<file path="config.mk">
export PLATFORM = sky130hd
export DESIGN_NAME = prime_implicant_generator
export DESIGN_NICKNAME = d
export VERILOG_FILES = /design/src/pig_pkg.sv /design/src/pig_datapath.sv /design/src/pig_controller.sv /design/src/prime_implicant_generator.sv
export SDC_FILE = /design/constraint.sdc
export NUM_CORES = 1
export LEC_CHECK = 0
export ABC_CLOCK_PERIOD_IN_PS = 5500
export BUFFER_PORTS_ARGS = -buffer_cell sky130_fd_sc_hd__buf_2
export CORE_MARGIN = 3
export CORE_UTILIZATION = 38
export DETAILED_ROUTE_END_ITERATION = 10
export GPL_ROUTABILITY_DRIVEN = 0
export PLACE_DENSITY = 0.59
export SYNTH_ARGS = -nofsm -noshare
export SYNTH_HDL_FRONTEND = slang
export SYNTH_SLANG_ARGS = --single-unit
</file>
<file path="constraint.sdc">
create_clock -name clock -period 5.5 [get_ports clock]
set_clock_uncertainty 0.05 [all_clocks]
set_input_delay 1.65 -clock clock [delete_from_list [all_inputs] [get_ports clock]]
set_output_delay 1.65 -clock clock [all_outputs]
set_load 0.02 [all_outputs]
</file>
<file path="src/pig_pkg.sv">
`timescale 1ns / 1ps
package pig_pkg;

   localparam int MAX_VARS_DEF = 4;
   localparam int ROWS_MAX     = 16;
   localparam int RESULT_CAP   = 32;

   typedef struct packed {
      logic [3:0] row_index;
      logic       truth_bit;
      logic       last_row;
   } req_type;

   typedef struct packed {
      logic [3:0] care_mask;
      logic [3:0] cube_value;
      logic       empty_function;
      logic       last_prime;
   } rsp_type;

   typedef enum logic [2:0] {
      ST_LOAD,
      ST_SCAN,
      ST_EMIT,
      ST_EMPTY,
      ST_CLEAR
   } state_type;

   // controller to datapath
   typedef struct packed {
      logic store_row;
      logic scan_start;
      logic scan_step;
      logic clear_table;
   } cmd_type;

   // datapath to controller
   typedef struct packed {
      logic scan_done;
      logic hit;
      logic any_minterm;
   } status_type;

   // popcount of a nibble
   function automatic logic [2:0] ones4(input logic [3:0] v);
      ones4 = {2'b00, v[0]} + {2'b00, v[1]} + {2'b00, v[2]} + {2'b00, v[3]};
   endfunction

endpackage

</file>
<file path="src/pig_datapath.sv">
`timescale 1ns / 1ps
module pig_datapath #(
   parameter int MAX_VARS = pig_pkg::MAX_VARS_DEF
) (
   input  logic               clock,
   input  logic               reset,
   input  logic [2:0]         num_vars,
   input  pig_pkg::req_type   req_data,
   input  pig_pkg::cmd_type   cmd,
   output pig_pkg::status_type status,
   output logic [3:0]         hit_mask,
   output logic [3:0]         hit_value
);
   localparam int ROWS = 1 << MAX_VARS;

   logic [ROWS-1:0] truth_ff, truth_in;
   // scan position: ones count, mask, value
   logic [2:0] ones_ff, ones_in;
   logic [3:0] mask_ff, mask_in, value_ff, value_in;
   logic [2:0] nv;
   logic [4:0] rows;
   logic [3:0] lim;
   logic       imp, merged, prime, valid_cube, wrap_v, wrap_m, done;

   // effective variable count
   always_comb begin
      nv = num_vars;
      if (nv == 3'd0) nv = 3'd1;
      if (nv > 3'(MAX_VARS)) nv = 3'(MAX_VARS);
      rows = 5'd1 << nv;
      lim  = 4'(rows - 5'd1);
   end

   // implicant test of a cube against the table
   function automatic logic is_imp(input logic [3:0] m, input logic [3:0] v,
                                   input logic [ROWS-1:0] t, input logic [4:0] r);
      logic ok;
      ok = 1'b1;
      for (int k = 0; k < ROWS; k++) begin
         if (5'(k) < r && ((4'(k) & m) == v) && !t[k]) ok = 1'b0;
      end
      return ok;
   endfunction

   // primality of the current cube
   always_comb begin
      valid_cube = ((value_ff & ~mask_ff) == 4'd0) && (pig_pkg::ones4(value_ff) == ones_ff);
      imp    = is_imp(mask_ff, value_ff, truth_ff, rows);
      merged = 1'b0;
      for (int i = 0; i < MAX_VARS; i++) begin
         if (mask_ff[i] && 3'(i) < nv &&
             is_imp(mask_ff & ~(4'd1 << i), value_ff & ~(4'd1 << i), truth_ff, rows))
            merged = 1'b1;
      end
      prime = valid_cube && imp && !merged;
      wrap_v = (value_ff == lim);
      wrap_m = (mask_ff == lim);
      done   = wrap_v && wrap_m && (ones_ff == nv);
   end

   // table store and scan counters
   always_comb begin
      truth_in = truth_ff;
      ones_in  = ones_ff;
      mask_in  = mask_ff;
      value_in = value_ff;
      if (cmd.clear_table) truth_in = '0;
      if (cmd.store_row && {1'b0, req_data.row_index} < rows)
         truth_in[req_data.row_index[MAX_VARS-1:0]] = req_data.truth_bit;
      if (cmd.scan_start) begin
         ones_in = 3'd0; mask_in = 4'd0; value_in = 4'd0;
      end else if (cmd.scan_step && !done) begin
         if (!wrap_v) value_in = value_ff + 4'd1;
         else begin
            value_in = 4'd0;
            if (!wrap_m) mask_in = mask_ff + 4'd1;
            else begin
               mask_in = 4'd0;
               ones_in = ones_ff + 3'd1;
            end
         end
      end
   end

   always_ff @(posedge clock) begin
      if (reset) truth_ff <= '0;
      else truth_ff <= truth_in;
      ones_ff  <= ones_in;
      mask_ff  <= mask_in;
      value_ff <= value_in;
   end

   assign status.scan_done   = done;
   assign status.hit         = prime;
   assign status.any_minterm = |(truth_ff & ((ROWS)'((17'd1 << rows) - 17'd1)));
   assign hit_mask  = mask_ff;
   assign hit_value = value_ff;
endmodule

</file>
<file path="src/pig_controller.sv">
`timescale 1ns / 1ps
module pig_controller (
   input  logic               clock,
   input  logic               reset,
   input  logic               req_valid,
   output logic               req_ready,
   input  pig_pkg::req_type   req_data,
   output logic               rsp_valid,
   input  logic               rsp_ready,
   output pig_pkg::rsp_type   rsp_data,
   output pig_pkg::cmd_type   cmd,
   input  pig_pkg::status_type status,
   input  logic [3:0]         hit_mask,
   input  logic [3:0]         hit_value
);
   pig_pkg::state_type state_ff, state_in;
   // one found prime waits here until the next is found or the scan ends
   logic       held_ff, held_in;
   logic [3:0] hmask_ff, hmask_in, hval_ff, hval_in;
   logic [5:0] cnt_ff, cnt_in;
   logic       ov_ff, ov_in;
   pig_pkg::rsp_type out_ff, out_in;

   always_ff @(posedge clock) begin
      if (reset) begin
         state_ff <= pig_pkg::ST_LOAD;
         held_ff  <= 1'b0;
         ov_ff    <= 1'b0;
      end else begin
         state_ff <= state_in;
         held_ff  <= held_in;
         ov_ff    <= ov_in;
      end
      hmask_ff <= hmask_in;
      hval_ff  <= hval_in;
      cnt_ff   <= cnt_in;
      out_ff   <= out_in;
   end

   always_comb begin
      logic out_free;
      out_free  = !ov_ff || rsp_ready;
      state_in  = state_ff;
      held_in   = held_ff;
      hmask_in  = hmask_ff;
      hval_in   = hval_ff;
      cnt_in    = cnt_ff;
      ov_in     = ov_ff && !rsp_ready;
      out_in    = out_ff;
      cmd       = '0;
      req_ready = 1'b0;
      case (state_ff)
         pig_pkg::ST_LOAD: begin
            // rows load while a final result still drains
            req_ready = 1'b1;
            if (req_valid) begin
               cmd.store_row = 1'b1;
               if (req_data.last_row) begin
                  cmd.scan_start = 1'b1;
                  held_in  = 1'b0;
                  cnt_in   = 6'd0;
                  state_in = pig_pkg::ST_SCAN;
               end
            end
         end
         pig_pkg::ST_SCAN: begin
            if (!status.any_minterm) state_in = pig_pkg::ST_EMPTY;
            else if (status.hit && held_ff && !out_free) begin
               // wait for output slot
            end else begin
               cmd.scan_step = 1'b1;
               if (status.hit) begin
                  if (held_ff && cnt_ff < 6'(pig_pkg::RESULT_CAP)) begin
                     out_in = '{hmask_ff, hval_ff, 1'b0, 1'b0};
                     ov_in  = 1'b1;
                     cnt_in = cnt_ff + 6'd1;
                  end
                  held_in  = 1'b1;
                  hmask_in = hit_mask;
                  hval_in  = hit_value;
               end
               if (status.scan_done) state_in = pig_pkg::ST_EMIT;
            end
         end
         pig_pkg::ST_EMIT: begin
            // final prime carries the last flag
            if (out_free) begin
               out_in   = '{hmask_ff, hval_ff, 1'b0, 1'b1};
               ov_in    = 1'b1;
               state_in = pig_pkg::ST_CLEAR;
            end
         end
         pig_pkg::ST_EMPTY: begin
            if (out_free) begin
               out_in   = '{4'd0, 4'd0, 1'b1, 1'b1};
               ov_in    = 1'b1;
               state_in = pig_pkg::ST_CLEAR;
            end
         end
         pig_pkg::ST_CLEAR: begin
            cmd.clear_table = 1'b1;
            state_in = pig_pkg::ST_LOAD;
         end
         default: state_in = pig_pkg::ST_LOAD;
      endcase
   end

   assign rsp_valid = ov_ff;
   assign rsp_data  = out_ff;
endmodule

</file>
<file path="src/prime_implicant_generator.sv">
`timescale 1ns / 1ps
// Quine-McCluskey prime implicant generator.
// req_ channel: one truth table row per transaction (row_index, truth_bit,
//   last_row). Rows load one per cycle between searches; rows past 2^n are
//   dropped (n is num_vars clamped to 1..MAX_VARS). A transaction with
//   last_row set starts the prime search, which walks every (ones, mask,
//   value) position, one per cycle unless a result stall holds it. It then
//   sends the final prime and clears the table store before req_ready
//   returns; a function with no minterms sends the empty result instead.
// rsp_ channel: one transaction per prime, ordered by ones count, mask,
//   value; last_prime marks the end. A function with no minterms returns a
//   single transaction with empty_function set.
// csr_ channel: writes num_vars; write only while idle.
// The result register holds one prime; when rsp_ready is low the search
//   pauses at the next prime found until the register drains. The input is
//   not taken during a search, but rows of the next table load while the
//   final prime still waits.
// Reset clears the table store and the state machine and sets num_vars to 4.
module prime_implicant_generator #(
   parameter int MAX_VARS = pig_pkg::MAX_VARS_DEF
) (
   input  logic             clock,
   input  logic             reset,
   input  logic             req_valid,
   output logic             req_ready,
   input  pig_pkg::req_type req_data,
   output logic             rsp_valid,
   input  logic             rsp_ready,
   output pig_pkg::rsp_type rsp_data,
   input  logic             csr_valid,
   output logic             csr_ready,
   input  logic [2:0]       csr_data
);
   logic [2:0] num_vars_ff;
   pig_pkg::cmd_type    cmd;
   pig_pkg::status_type status;
   logic [3:0] hit_mask, hit_value;

   // configuration register
   assign csr_ready = 1'b1;
   always_ff @(posedge clock) begin
      if (reset) num_vars_ff <= 3'd4;
      else if (csr_valid) num_vars_ff <= csr_data;
   end

   pig_datapath #(.MAX_VARS(MAX_VARS)) u_dp (
      .clock, .reset, .num_vars(num_vars_ff), .req_data, .cmd, .status,
      .hit_mask, .hit_value
   );

   pig_controller u_ctl (
      .clock, .reset, .req_valid, .req_ready, .req_data, .rsp_valid,
      .rsp_ready, .rsp_data, .cmd, .status, .hit_mask, .hit_value
   );

   // held result stays until taken
   a_rsp_hold: assert property (@(posedge clock) disable iff (reset)
      rsp_valid && !rsp_ready |=> rsp_valid && $stable(rsp_data))
      else $error("rsp changed while stalled");
   // input only taken between searches
   a_load_only: assert property (@(posedge clock) disable iff (reset)
      req_ready |-> u_ctl.state_ff == pig_pkg::ST_LOAD)
      else $error("input accepted during search");
   // empty flag only on a final transaction
   a_empty_last: assert property (@(posedge clock) disable iff (reset)
      rsp_valid && rsp_data.empty_function |-> rsp_data.last_prime)
      else $error("empty result not last");
endmodule

</file>
==> run_results.csv <==
group,metric,value,unit
outcome,status,"finished, final reports clean",
timing,tightest_slew,0.9457,ns
timing,period_needed,4.111,ns
timing,setup_viol,0,
placed_design,placedInstanceArea,3886,um^2
floorplanning,rows,35,
job,maxCapViolations,0,
timing,hold_violations,0,
floorplanning,start_util,39.62,%
placed_design,io_buffers,25,
logic_synthesis,synth_mux_area_share,2.437,%
timing,drv_slew,0,
routing,drtPass1Iterations,5,
setup_path,r2r_setup_slack,1.39,ns
timing,slew_headroom,36.47,%
logic_synthesis,postSynthAreaPerCell,8.636,um^2
floorplanning,die_w,104.6,um
logic_synthesis,synth_edf_count,24,
cts,clk_pin_slew,0.07,ns
placed_design,dp_hpwl,6.750,mm
power,power.density,321.5,nW/um^2
power,p_leak,1.544,nW
setup_path,startpoint_type,"flop",
setup_path,cp.arrival,4.04,ns
worst_hold_path,holdPathStages,1,
worst_hold_path,hp-class,"flop to flop",
grt,antenna_found_initial,0,
setup_path,endpoint_kind,"flop",
routing,first_iter_violations,240,
floorplanning,die_area,10950,um^2
cts,cts.sinks,59,
floorplanning,ios,27,
cts,clock_path_buffers,2,
floorplanning,die_height,104.6,um
routing,ant_nets,0,
cts,cts_tree,"done",
logic_synthesis,synth_seq_cells,59,
setup_path,worst-r2r-cell-count,12,
timing,rsz0062_at_grt,"false",
finish,area_delta_synth_final,11.58,%
logic_synthesis,synthAdderAreaFrac,5.958,%
cts,post_cts_buffers,0,
finish,stdcell_area,4124,um^2
grt,grt.total_usage,17.81,%
logic_synthesis,async_reset_ff_share,0,%
logic_synthesis,syn_inst,428,
grt,grt_start_max_net_pins,24,
routing,wl,9.474,mm
setup_path,path_max_fanout,15,
logic_synthesis,synth_top_area_share,19.50,%
setup_path,setup.worst_path.end,"u_ctl.cnt_ff[0]$_SDFFCE_PN0P_",
routing,via_per_inst,5.782,
cts,holdBufCountCts,0,
routing,wire_per_inst,16.39,um
logic_synthesis,synthTopCellsByArea,"edfxtp_1, dfxtp_1, ha_1",
routing,drc,0,
setup_path,timing.rr.end,"u_ctl.cnt_ff[0]$_SDFFCE_PN0P_",
cts,root_buffer,"clkbuf_8",
routing,via_count,3342,
cts,htree_levels,3,
grt,grt_pass1_wl,15.87,mm
power,ir_drop,0.1123,mV
cts,ctsResizeCount,0,
logic_synthesis,synth_common_cells,"nand2_1, dfxtp_1, nand3_1, a21oi_1, inv_1",
finish,diodes,0,
logic_synthesis,synthSimpleGateAreaFrac,25.90,%
timing,tns,0,ns
logic_synthesis,ys_seq_area_share,38.46,%
floorplanning,coreArea,9328,um^2
logic_synthesis,synth_ff_type,"dfxtp_1",
worst_hold_path,min-delay-start,"u_ctl.hval_ff[3]$_DFFE_PP_",
setup_path,critPathKind,"flop to flop",
setup_path,worstPathRequired,5.43,ns
logic_synthesis,syn_area,3696,um^2
logic_synthesis,synth_most_common_cell,"nand2_1",
cts,clk_latency,0.34,ns
grt,grt_pass1_vias,3245,
logic_synthesis,yosysTopAreaCell,"edfxtp_1",
logic_synthesis,yosysWarnings,0,
grt,grt_overflow,0,
timing,fin_crit_sh,74.74,%
logic_synthesis,synth_top_family_by_area,"simple AND/OR/NAND/NOR gates",
logic_synthesis,synth.distinct_cells,70,
logic_synthesis,synth-xor-area-share,2.370,%
finish,nNetsFinal,475,
cts,cts_made_buffers,9,
finish,drive_above_1_share,12.47,%
setup_path,r2r-start,"u_dp.hit_value[1]$_SDFFE_PP0N_",
timing,max_freq,243.3,MHz
logic_synthesis,synth_compound_area_share,19.03,%
setup_path,worstSetupStartpoint,"u_dp.hit_value[1]$_SDFFE_PP0N_",
[worst min path at each step]
stage	end	slack, ns
global placement	u_ctl.rsp_data[9]$_DFFE_PP_	0.45
floorplan	u_ctl.hval_ff[3]$_DFFE_PP_	0.38
finish	u_ctl.rsp_data[5]$_DFFE_PP_	0.46
global route	u_ctl.rsp_data[8]$_DFFE_PP_	0.50
detailed placement	u_ctl.state_ff[1]$_SDFFE_PP0P_	0.45
CTS	u_ctl.rsp_data[5]$_DFFE_PP_	0.46
[report_power, final]
group	switching, mW	internal, mW	leakage, nW
clock	0.181	0.271	0.117
sequential	0.0439	0.501	0.504
combinational	0.208	0.121	0.922
[critical path, stage by stage, from the launching register on]
cell       delay (ns)
dfxtp_1          0.70
inv_1            0.14
ha_1             0.33
inv_1            0.05
fa_1             0.36
inv_1            0.06
ha_1             0.23
xnor2_1          0.13
nand4_1          0.12
a221oi_1         0.38
nand4bb_1        0.25
or3_1            0.44
a21oi_1          0.52
[sequential cells by signal, summed over array words and instances (netlist names)]
signal and cells:
u_dp.hit_value 4, u_ctl.rsp_valid 1, u_ctl.cnt_ff 6, u_dp.hit_mask 4, u_ctl.rsp_data 10, u_ctl.hval_ff 4
u_ctl.held_ff 1, num_vars_ff 3, u_ctl.hmask_ff 4, u_dp.truth_ff 16, u_dp.ones_ff 3, u_ctl.state_ff 3
[kinds of logic (layout without fill, tap and decap cells)]
family | Yosys count | in the layout
buffers and inverters | 50 | 69
muxes | 9 | 9
other | 1 | 3
xor gates and xnor gates | 10 | 10
adders and majority gates | 17 | 17
and+or+nand+nor | 182 | 182
DFF | 59 | 59
AOI/OAI and AO/OA | 100 | 100
[layer usage]
metal  vias to the layer above  track usage [%]  wire [um]
met3                        32            4.077        621
met2                       130            28.04       4337
met5                         -                0          0
met1                      1588            23.71       4267
met4                         0            7.029        248
li1                       1592                -          -
[through the flow]
stage	utilization [%]	setup WS, ns	hold WS (ns)	cells	power [mW]
global route	44.21	1.152	0.5004	578	1.403
CTS	44.21	1.455	0.4643	578	1.331
global placement	41.66	1.646	0.4506	562	0.8706
detailed placement	41.66	1.472	0.4521	562	0.8805
finish	44.21	1.389	0.4602	578	1.326
floorplan	-	2.052	0.3788	430	0.7938
[cell type report]
type,instances,area (um^2)
Fill cell,919,5204
Clock buffer,15,230.2
Clock inverter,1,7.507
Timing Repair Buffer,26,132.6
Sequential cell,59,1421
Multi-Input combinational cell,321,2069
Inverter,27,101.3
Tap cell,129,161.4
[layout by cell type (no fill, tap or decap), drive strengths merged, types with 5 or more instances in the layout]
cell,Yosys,routed
nand3,31,31
ha,16,16
nand2b,10,10
dfxtp,35,35
clkbuf,11,15
and2,13,13
inv,27,27
edfxtp,24,24
and3,6,6
nor4,5,5
nor2b,9,9
nor2,26,26
buf,12,26
a31o,7,7
nand4,5,5
o21ai,14,14
a31oi,5,5
xnor2,6,6
a21oi,31,31
nor3,13,13
nand2,43,43
mux2i,9,9
No activity file was read; power rests on OpenSTA's default activity.
